$ cat config.mk
export PLATFORM = sky130hd
export DESIGN_NAME = uv_cycle_sequencer_with_lid_interlock_core
export DESIGN_NICKNAME = d
export VERILOG_FILES = /design/src/sv/ucs_pkg.sv /design/src/sv/ucs_step.sv /design/src/sv/uv_cycle_sequencer_with_lid_interlock_core.sv
export SDC_FILE = /design/constraint.sdc
export NUM_CORES = 1
export LEC_CHECK = 0
export BUFFER_PORTS_ARGS = -buffer_cell sky130_fd_sc_hd__buf_2
export CORE_MARGIN = 5
export CORE_UTILIZATION = 40
export DETAILED_ROUTE_END_ITERATION = 8
export HOLD_SLACK_MARGIN = 0.12
export PLACE_DENSITY_LB_ADDON = 0.3
export SLEW_MARGIN = 10
export SYNTH_ARGS = -nofsm -noshare
export SYNTH_HDL_FRONTEND = slang
export SYNTH_SLANG_ARGS = --single-unit
$ cat constraint.sdc
create_clock -name clock -period 3.65 [get_ports clock]
set_input_delay 0.5475 -clock clock [delete_from_list [all_inputs] [get_ports clock]]
set_output_delay 0.5475 -clock clock [all_outputs]
set_load 0.05 [all_outputs]
$ cat src/sv/ucs_pkg.sv
`default_nettype none
package ucs_pkg;

   localparam int CntWidth = 32;
   localparam logic [CntWidth-1:0] CntMax = {CntWidth{1'b1}};

   localparam logic [CntWidth-1:0] HourTicksReset = 32'd720000;
   localparam logic [CntWidth-1:0] AutoTicksReset = 32'd360000;
   localparam logic [CntWidth-1:0] DayTicksReset  = 32'd17280000;

   typedef enum logic [1:0] {
      PH_WAIT_HOUR = 2'd0,
      PH_AUTO      = 2'd1,
      PH_WAIT_DAY  = 2'd2
   } phase_type;

   typedef enum logic [1:0] {
      LED_OFF   = 2'd0,
      LED_GREEN = 2'd1,
      LED_BLUE  = 2'd2,
      LED_RED   = 2'd3
   } led_type;

   // sequencer state carried between the top level and the step logic
   typedef struct packed {
      phase_type             phase;
      logic                  fault;
      logic                  drive;
      led_type               led;
      logic [CntWidth-1:0]   day_count;
      logic [CntWidth-1:0]   auto_count;
   } seq_state_type;

   typedef struct packed {
      logic [CntWidth-1:0] hour_ticks;
      logic [CntWidth-1:0] auto_ticks;
      logic [CntWidth-1:0] day_ticks;
   } seq_cfg_type;

endpackage
`default_nettype wire

$ cat src/sv/ucs_step.sv
`default_nettype none
// One tick of the sequencer: counters, lid interlock, phase transition.
module ucs_step (
   input  wire ucs_pkg::seq_state_type cur,
   input  wire ucs_pkg::seq_cfg_type   cfg,
   input  wire logic                   lid_open,
   output ucs_pkg::seq_state_type      nxt
);

   logic in_auto;

   always_comb begin
      nxt     = cur;
      in_auto = (cur.phase == ucs_pkg::PH_AUTO);

      // saturating tick counters
      if (cur.day_count != ucs_pkg::CntMax) begin
         nxt.day_count = cur.day_count + ucs_pkg::CntWidth'(1);
      end
      if (in_auto && (cur.auto_count != ucs_pkg::CntMax)) begin
         nxt.auto_count = cur.auto_count + ucs_pkg::CntWidth'(1);
      end

      // lid interlock
      if (lid_open) begin
         if (!cur.fault) begin
            nxt.led = ucs_pkg::LED_RED;
            if (in_auto) begin
               nxt.drive = 1'b0;
            end
         end
         nxt.fault = 1'b1;
      end else begin
         if (cur.fault) begin
            if (in_auto) begin
               nxt.drive = 1'b1;
               nxt.led   = ucs_pkg::LED_BLUE;
            end else begin
               nxt.led = ucs_pkg::LED_GREEN;
            end
         end
         nxt.fault = 1'b0;
      end

      // phase end conditions
      case (cur.phase)
         ucs_pkg::PH_WAIT_HOUR: begin
            if (nxt.day_count >= cfg.hour_ticks) begin
               if (!nxt.fault) begin
                  nxt.drive = 1'b1;
                  nxt.led   = ucs_pkg::LED_BLUE;
               end
               nxt.phase      = ucs_pkg::PH_AUTO;
               nxt.auto_count = '0;
            end
         end
         ucs_pkg::PH_AUTO: begin
            if (nxt.auto_count >= cfg.auto_ticks) begin
               nxt.drive = 1'b0;
               if (!nxt.fault) begin
                  nxt.led = ucs_pkg::LED_GREEN;
               end
               nxt.phase = ucs_pkg::PH_WAIT_DAY;
            end
         end
         ucs_pkg::PH_WAIT_DAY: begin
            if (nxt.day_count >= cfg.day_ticks) begin
               nxt.phase     = ucs_pkg::PH_WAIT_HOUR;
               nxt.day_count = '0;
               if (!nxt.fault) begin
                  nxt.led = ucs_pkg::LED_GREEN;
               end
            end
         end
         default: begin
            // unused phase code: restart the day
            nxt.drive     = 1'b0;
            nxt.phase     = ucs_pkg::PH_WAIT_HOUR;
            nxt.day_count = '0;
            if (!nxt.fault) begin
               nxt.led = ucs_pkg::LED_GREEN;
            end
         end
      endcase
   end

endmodule
`default_nettype wire

$ cat src/sv/uv_cycle_sequencer_with_lid_interlock_core.sv
`default_nettype none
// Channel   | Direction | Handshake               | Payload
// ----------+-----------+-------------------------+-------------------------------------
// request   | in        | req_valid / req_ready   | req_lid_open
// response  | out       | rsp_valid / rsp_ready   | rsp_phase, rsp_lid_fault,
//           |           |                         | rsp_uv_drive, rsp_led_color
// csr       | in/out    | APB psel/penable/pready | paddr, pwdata, prdata
//
// One request per cycle while the response is not stalled; a request passes
// through the input register, then the state update lands in the response
// register. The tick update loop through the state registers sets the rate.
// Reset (synchronous, active high) clears both pipeline stages, the phase
// state and counters, and loads the default tick limits.
// A stalled response holds the pipeline; req_ready drops only when the input
// register is full and cannot move into a stalled response register.
module uv_cycle_sequencer_with_lid_interlock_core (
   input  wire logic        clock,
   input  wire logic        reset,

   input  wire logic        req_valid,
   output logic             req_ready,
   input  wire logic        req_lid_open,

   output logic             rsp_valid,
   input  wire logic        rsp_ready,
   output logic [1:0]       rsp_phase,
   output logic             rsp_lid_fault,
   output logic             rsp_uv_drive,
   output logic [1:0]       rsp_led_color,

   input  wire logic        psel,
   input  wire logic        penable,
   input  wire logic        pwrite,
   input  wire logic [3:0]  paddr,
   input  wire logic [31:0] pwdata,
   output logic [31:0]      prdata,
   output logic             pready
);

   // register indexes (byte address / 4)
   localparam logic [1:0] RegHour = 2'd0;
   localparam logic [1:0] RegAuto = 2'd1;
   localparam logic [1:0] RegDay  = 2'd2;

   ucs_pkg::seq_cfg_type   cfg_ff;
   ucs_pkg::seq_state_type state_ff;
   ucs_pkg::seq_state_type state_in;

   logic       s1_valid_ff;
   logic       s1_lid_ff;
   logic       s1_advance;

   logic       rsp_valid_ff;
   logic [1:0] rsp_phase_ff;
   logic       rsp_fault_ff;
   logic       rsp_drive_ff;
   logic [1:0] rsp_led_ff;

   logic       csr_write;
   logic [1:0] csr_index;

   // ---------------- configuration port ----------------
   assign pready    = 1'b1;
   assign csr_index = paddr[3:2];
   assign csr_write = psel && penable && pwrite && pready;

   always_ff @(posedge clock) begin
      if (reset) begin
         cfg_ff.hour_ticks <= ucs_pkg::HourTicksReset;
         cfg_ff.auto_ticks <= ucs_pkg::AutoTicksReset;
         cfg_ff.day_ticks  <= ucs_pkg::DayTicksReset;
      end else if (csr_write) begin
         case (csr_index)
            RegHour: cfg_ff.hour_ticks <= pwdata;
            RegAuto: cfg_ff.auto_ticks <= pwdata;
            RegDay:  cfg_ff.day_ticks  <= pwdata;
            default: ; // beyond the register list: ignored
         endcase
      end
   end

   always_comb begin
      case (csr_index)
         RegHour: prdata = cfg_ff.hour_ticks;
         RegAuto: prdata = cfg_ff.auto_ticks;
         RegDay:  prdata = cfg_ff.day_ticks;
         default: prdata = '0;
      endcase
   end

   // ---------------- pipeline control ----------------
   // Stage 1 moves into the response register when that register is empty
   // or being drained this cycle; the state update happens on that move.
   assign s1_advance = s1_valid_ff && (!rsp_valid_ff || rsp_ready);
   assign req_ready  = !s1_valid_ff || s1_advance;

   always_ff @(posedge clock) begin
      if (reset) begin
         s1_valid_ff <= 1'b0;
      end else if (req_ready) begin
         s1_valid_ff <= req_valid;
      end
   end

   always_ff @(posedge clock) begin
      if (req_ready && req_valid) begin
         s1_lid_ff <= req_lid_open;
      end
   end

   // ---------------- tick update ----------------
   ucs_step u_step (
      .cur      (state_ff),
      .cfg      (cfg_ff),
      .lid_open (s1_lid_ff),
      .nxt      (state_in)
   );

   always_ff @(posedge clock) begin
      if (reset) begin
         state_ff.phase      <= ucs_pkg::PH_WAIT_HOUR;
         state_ff.fault      <= 1'b0;
         state_ff.drive      <= 1'b0;
         state_ff.led        <= ucs_pkg::LED_GREEN;
         state_ff.day_count  <= '0;
         state_ff.auto_count <= '0;
      end else if (s1_advance) begin
         state_ff <= state_in;
      end
   end

   // ---------------- response register ----------------
   always_ff @(posedge clock) begin
      if (reset) begin
         rsp_valid_ff <= 1'b0;
      end else if (s1_advance) begin
         rsp_valid_ff <= 1'b1;
      end else if (rsp_ready) begin
         rsp_valid_ff <= 1'b0;
      end
   end

   always_ff @(posedge clock) begin
      if (s1_advance) begin
         rsp_phase_ff <= state_in.phase;
         rsp_fault_ff <= state_in.fault;
         rsp_drive_ff <= state_in.drive;
         rsp_led_ff   <= state_in.led;
      end
   end

   assign rsp_valid     = rsp_valid_ff;
   assign rsp_phase     = rsp_phase_ff;
   assign rsp_lid_fault = rsp_fault_ff;
   assign rsp_uv_drive  = rsp_drive_ff;
   assign rsp_led_color = rsp_led_ff;

endmodule
`default_nettype wire

# Word-level counts from Yosys, hierarchy flattened
# Index checks and enable logic that the tools add are counted.
# word_totals
ff_bits,175
inputBits,44
elab_cells,68
output_inout_bits,41
# op_classes
n_addsub,2
n_eq_ne,6
n_reduce_logical,16
magnitude_cmp,3
mux,25
# op_table
op,n
32-bit 2-to-1 mux,4
32-bit greater-or-equal comparator,3
32-bit one-hot mux with 3 select lines,1
"32-bit by 1-bit adder with 32-bit output, second input constant",2
"32-bit inequality test, second input constant",2
32-bit one-hot mux with 2 select lines,1
34-bit 2-to-1 mux,1
3-bit 2-to-1 mux,5
2-bit one-hot mux with 3 select lines,2
2-bit 2-to-1 mux,5
2-bit AND reduction,3
1-bit logical AND,5
"2-bit by 1-bit == test with 1-bit output, second input constant",2
"2-bit == test, second input constant",2
2-bit zero test,2
1-bit 2-to-1 mux,4
4-bit 2-to-1 mux,1
1-bit one-hot mux with 3 select lines,1
1-bit zero test,2
1-bit logical OR,2
2-bit nonzero test,1
2-bit OR reduction,1

# Longest topological paths before layout
# logic_depth
ltp_word,7
mapped_depth,17
depth_no_buf,15

# Modules after synthesis
# From an unflattened synthesis, not the netlist that was laid out.
# hier_totals
hier_cells,1469
hier_area_um2,11960.2
# by_module_without_submodules
mod,seq_area_each_um2,instances,cells_per_inst,area_each_um2
uv_cycle_sequencer_with_lid_interlock_core,3573.4,1,811,7434.6
ucs_step,0.0,1,658,4525.6

# Least setup slack after synthesis
# OpenSTA, ideal clock, no wires.
# synth_path
path_kind,register to register
startpoint,register state_ff[32] (netlist name)
endpoint,"register rsp_led_ff[0], in the netlist rsp_led_color[0] (data pin)"
t_required_ns,3.385
synth_period_minus_slack_ns,3.893
path_slack_ns,-0.243
path_buffers,1
arrival_ns,3.628
stages_incl_launch_ff,17
setup_ns,0.265
path_cell_list,dfxtp_1 -> ha_1 -> nand3_1 -> nor4_2 -> a31oi_1 -> buf_4 -> nand2_1 -> nor2_1 -> xnor2_1 -> ha_1 -> a2111oi_0 -> o21ai_0 -> a21oi_1 -> o211ai_1 -> or2_2 -> a221oi_1 -> nor2_1
# synth_rtl
item,line_no,source
"start, declared",uv_cycle_sequencer_with_lid_interlock_core.sv:46,ucs_pkg::seq_state_type state_ff;
"start signal, assigned",uv_cycle_sequencer_with_lid_interlock_core.sv:128,state_ff <= state_in;
"end signal, assigned",uv_cycle_sequencer_with_lid_interlock_core.sv:148,rsp_led_ff <= state_in.led;
"end, declared",uv_cycle_sequencer_with_lid_interlock_core.sv:57,logic [1:0] rsp_led_ff;

# Final worst setup path
# layout_path
startpoint,register state_ff[32] (netlist name)
endpoint,register state_ff[27] (netlist name)
# layout_between
elab_chain_cells,5
# layout_lines
item,line_no,source
32-bit by 1-bit adder with 32-bit output / 32-bit inequality test (equally long branches),"ucs_step.sv:18, ucs_step.sv:17",
32-bit 2-to-1 mux *,ucs_step.sv:17,if (cur.day_count != ucs_pkg::CntMax) begin
32-bit greater-or-equal comparator *,ucs_step.sv:48,if (nxt.day_count >= cfg.hour_ticks) begin
32-bit 2-to-1 mux *,ucs_step.sv:48,
32-bit 2-to-1 mux *,ucs_step.sv:46,case (cur.phase)
# Mark *: on every way between the ends. The rest lies on a longest branch, timed or not.
# A chain may end at the register's enable or synchronous reset.

==> results.md <==
* CTS hold repair buffers at 0
* M3 GR Usage at 0.04379
* FP Rows at between 60 and 70
* Worst-skew pair later-pin latency at approximately 440 ps
* Async SR Flop Fraction at 0
* Hold worst-path end: s1_lid_ff
* Total power at 4.313 mW
* Largest net degree at the start of global routing at 60
* Max-cap violations at 0
* Std-Cell Core Area at around 28000 µm²
* Root buffer cell: clkbuf_16
* Unrepaired setup endpoints after global routing: true
* Minimum clock period at slightly below 4000 ps
* I/O pin total at 85
* Setup TNS at -15170 ps
* PwrDens at 289.9 nW/µm²
* Max FO, Critical Path at 8
* Mapped Cells at around 1400
* Most used cell, CP: buf_4
* Initial antenna violation count at 0
* Gate power share at 0.113
* Max Freq at about 250 MHz
* Placement Setup Slack at -544.9 ps
* Synthesized area at 11140 µm²
* Hold Path Stages at 1
* GR Layer Usage met1 at 0.3085
* Top Usage Layer GRT: met2
* Share of layout cells above drive strength 1 at 0.2967
* Crit-path slowest cell: or4b_4
* Worst EP required at approximately 4000 ps
* Number of remaining DRC errors at 0
* Final setup fails at 74
* Prevailing post-synth register cell: dfxtp_1
* Final ANT Viol Nets at 0
* Area of the multi-input gates at 7530 µm²
* Status: complete, but fails checks
* Tcrit/Tclk final at 1.086
* HP Class: in -> reg
* Max IR drop VDD at about 0.00023 V
* DR iter-0 viols at about 900
* H-Tree Depth at 4
* Initial Utilization at 0.4033
* TritonCTS buffer count at 17
* Clk pwr share at 0.431
* Leak at 6.467 nW
* CTS tree: yes
* Vias in the first global route at 10879
* Diode count at 0
* Die X at 176.9 µm
* Hold path start: req_lid_open
* Hold WS at roughly 280 ps
* Rel. slew slack at 0.2774
* GRT Util Overall at 0.2335
* Yosys warning count at 0
* Sequential power share at 0.456
* Flop2flop setup slack at -310 ps
* Via count at roughly 11000
* Max Buffers Root-to-Sink at 2
* Fillers at 2610
* Detailed Routing Iterations Pass 1 at 5
* Worst Path Arrival at 4280 ps
* Met2 Use GR at 0.3909
* Critical path endpoint category: flip-flop
* Die Ht at 176.9 µm
* Routed length per instance at about 18 µm
* Internal at slightly above 3 mW
* Sequential Area at around 3600 µm²
* Post-synthesis register bit count at 175
* Startpoint types: flip-flop
* EDFF count, synth at 7
* WL final at 37.97 mm
* Crit Path Class: reg -> reg
* Failing checks: negative setup slack
* Port Buffers at 81
* Psw at around 1.2 mW
* R2R Path End: state_ff[27]
* Sequential element share of the synthesized area at 0.3207
* Crit path cell chain: and4_4, or4b_4, a31oi_1, buf_4, buf_6, nand3_4, xnor2_2, buf_4, ha_4, and3_4, nand2_1, o211ai_1, nand3_1, o211a_4, buf_12, o211a_1, a221o_1
* CP bufs+invs at 4
* Worst r2r src: state_ff[32]
* Sw Ratio at 0.2827
* Routed vias/inst at ~5.5
* Max stage delay on crit path at roughly 470 ps
* Number of distinct library cells after synthesis at 81
* Clock Skews at 15.53 ps
* Dpl hpwl at 27.35 mm
* Final Hold Fails at 0
* Worst R2R Path Depth at 17
* First-pass GRT wire length at 58.59 mm
* Final RePlAce weighted congestion at 0.9038
* Max-slew violations at 0
* Syn_nets at 1556
* Die Footprint at 31290 µm²
* Congestion Overflow GR at 0
* Syn_area_per_cell at 7.880 µm²
* Worst-margin pin slew at between 1000 and 1500 ps
* Crit path max-delay family: compound AO/OA/AOI/OAI gates
* Reg clk slew, reported paths at 70 ps
* Final net count at 1811
* # clock sinks at 175
* Final WS setup at -313.3 ps
* Finished Core Util at 0.5384
* Synth-to-Final Area Change at 33.51%
==> flip-flops by register name, indices dropped and copies added, names as in the netlist <==
name           flops
cfg_ff            96
rsp_led_color      2
rsp_lid_fault      1
rsp_phase          2
rsp_uv_drive       1
rsp_valid          1
s1_lid_ff          1
s1_valid_ff        1
state_ff          70
==> layout by cell type, fill, tap and decap left out, types with 11 or more instances in the layout <==
cell,Yosys,final
dfxtp_1,168,158
inv_1,108,108
a31oi_1,24,21
clkbuf_16,0,18
ha_1,98,92
a21oi_1,135,126
nand3_1,47,38
xor2_1,18,11
nand4_1,31,31
o211ai_1,33,33
buf_2,11,80
xnor2_1,40,28
xnor2_2,0,12
a22o_1,24,24
and3_1,19,16
o21ai_0,67,47
buf_4,3,218
mux2i_1,33,33
o21ai_1,3,12
nor2_1,44,38
nand2_1,268,263
a21o_1,11,11
==> cell families (layout without fill, tap and decap cells) <==
| kind of cell | after synthesis | in the layout | synth area share |
|---|---|---|---|
| flops | 175 | 175 | 0.3207 |
| fa+ha+maj | 98 | 98 | 0.1101 |
| xor+xnor | 60 | 60 | 0.04851 |
| simple gates | 498 | 498 | 0.2184 |
| compound gates | 359 | 360 | 0.2039 |
| other cells | 1 | 1 | 0.0003366 |
| buf+inv | 189 | 456 | 0.06738 |
| mux | 34 | 34 | 0.03066 |
==> synth_stat cells, types with 7 or more instances <==
| master | number | area, µm² |
|---|---|---|
| nand2b_1 | 9 | 56.30 |
| a31oi_1 | 24 | 150.1 |
| a21o_1 | 11 | 82.58 |
| o21ai_0 | 67 | 335.3 |
| clkbuf_1 | 59 | 221.5 |
| and3_1 | 19 | 118.9 |
| and4_1 | 9 | 78.83 |
| edfxtp_1 | 7 | 210.2 |
| a22o_1 | 24 | 210.2 |
| inv_1 | 108 | 405.4 |
| xnor2_1 | 40 | 350.3 |
| mux2i_1 | 33 | 330.3 |
| nor3_1 | 13 | 65.06 |
| nand2_1 | 268 | 1006 |
| and2_1 | 8 | 50.05 |
| nor2_1 | 44 | 165.2 |
| nand3_1 | 47 | 235.2 |
| dfxtp_1 | 168 | 3363 |
| xor2_1 | 18 | 157.7 |
| o211ai_1 | 33 | 247.7 |
| a311oi_1 | 10 | 87.58 |
| buf_2 | 11 | 55.05 |
| nand4_1 | 31 | 193.9 |
| a21oi_1 | 135 | 675.7 |
| ha_1 | 98 | 1226 |
==> routing by layer <==
| metal | vias up | share of wire |
|---|---|---|
| li1 | 5486 | - |
| met1 | 5435 | 0.44 |
| met2 | 360 | 0.48 |
| met3 | 48 | 0.061 |
| met4 | 0 | 0.020 |
| met5 | - | 0 |
==> power by group through the flow <==
stage,clock [mW],sequential [mW],combinational (mW)
global placement,0,2.01,0.433
floorplan,0,2.02,0.255
CTS,1.86,1.97,0.454
global route,1.96,1.97,0.517
detailed placement,0,2.01,0.435
finish,1.86,1.97,0.486
==> through the flow <==
step / std cells / area, µm²
global placement: 2000 / 13330
CTS: 2049 / 14450
global route: 2060 / 14880
floorplan: 1414 / 11170
finish: 2060 / 14880
detailed placement: 2000 / 13330
==> worst max-delay path by stage <==
stage	startpoint	end	slack, ps	depth (start not counted)
final	state_ff[32]	state_ff[27]	-310	17
after global routing	state_ff[39]	state_ff[27]	-460	16
after global placement	state_ff[32]	state_ff[7]	-370	16
after floorplan	state_ff[36]	rsp_led_color[0]	7	16
after detailed placement	state_ff[33]	state_ff[4]	-540	17
after CTS	state_ff[32]	state_ff[64]	-180	19
==> cell type report <==
type,instances,area share
Inverter,108,0.02725
Multi-Input combinational cell,1051,0.5062
Clock inverter,12,0.008243
Tap cell,378,0.03179
Clock buffer,20,0.03070
Timing Repair Buffer,316,0.1546
Sequential cell,175,0.2412
==> repair_timing <==
action | 4_1_cts | 5_1_grt
setup endpoints to repair | 74 | 74
setup buffers | 17 | 9
pin swaps | 68 | 27
resized for setup | 93 | 66
cloned | 0 | 3
No activity file was read; power rests on OpenSTA's default activity.
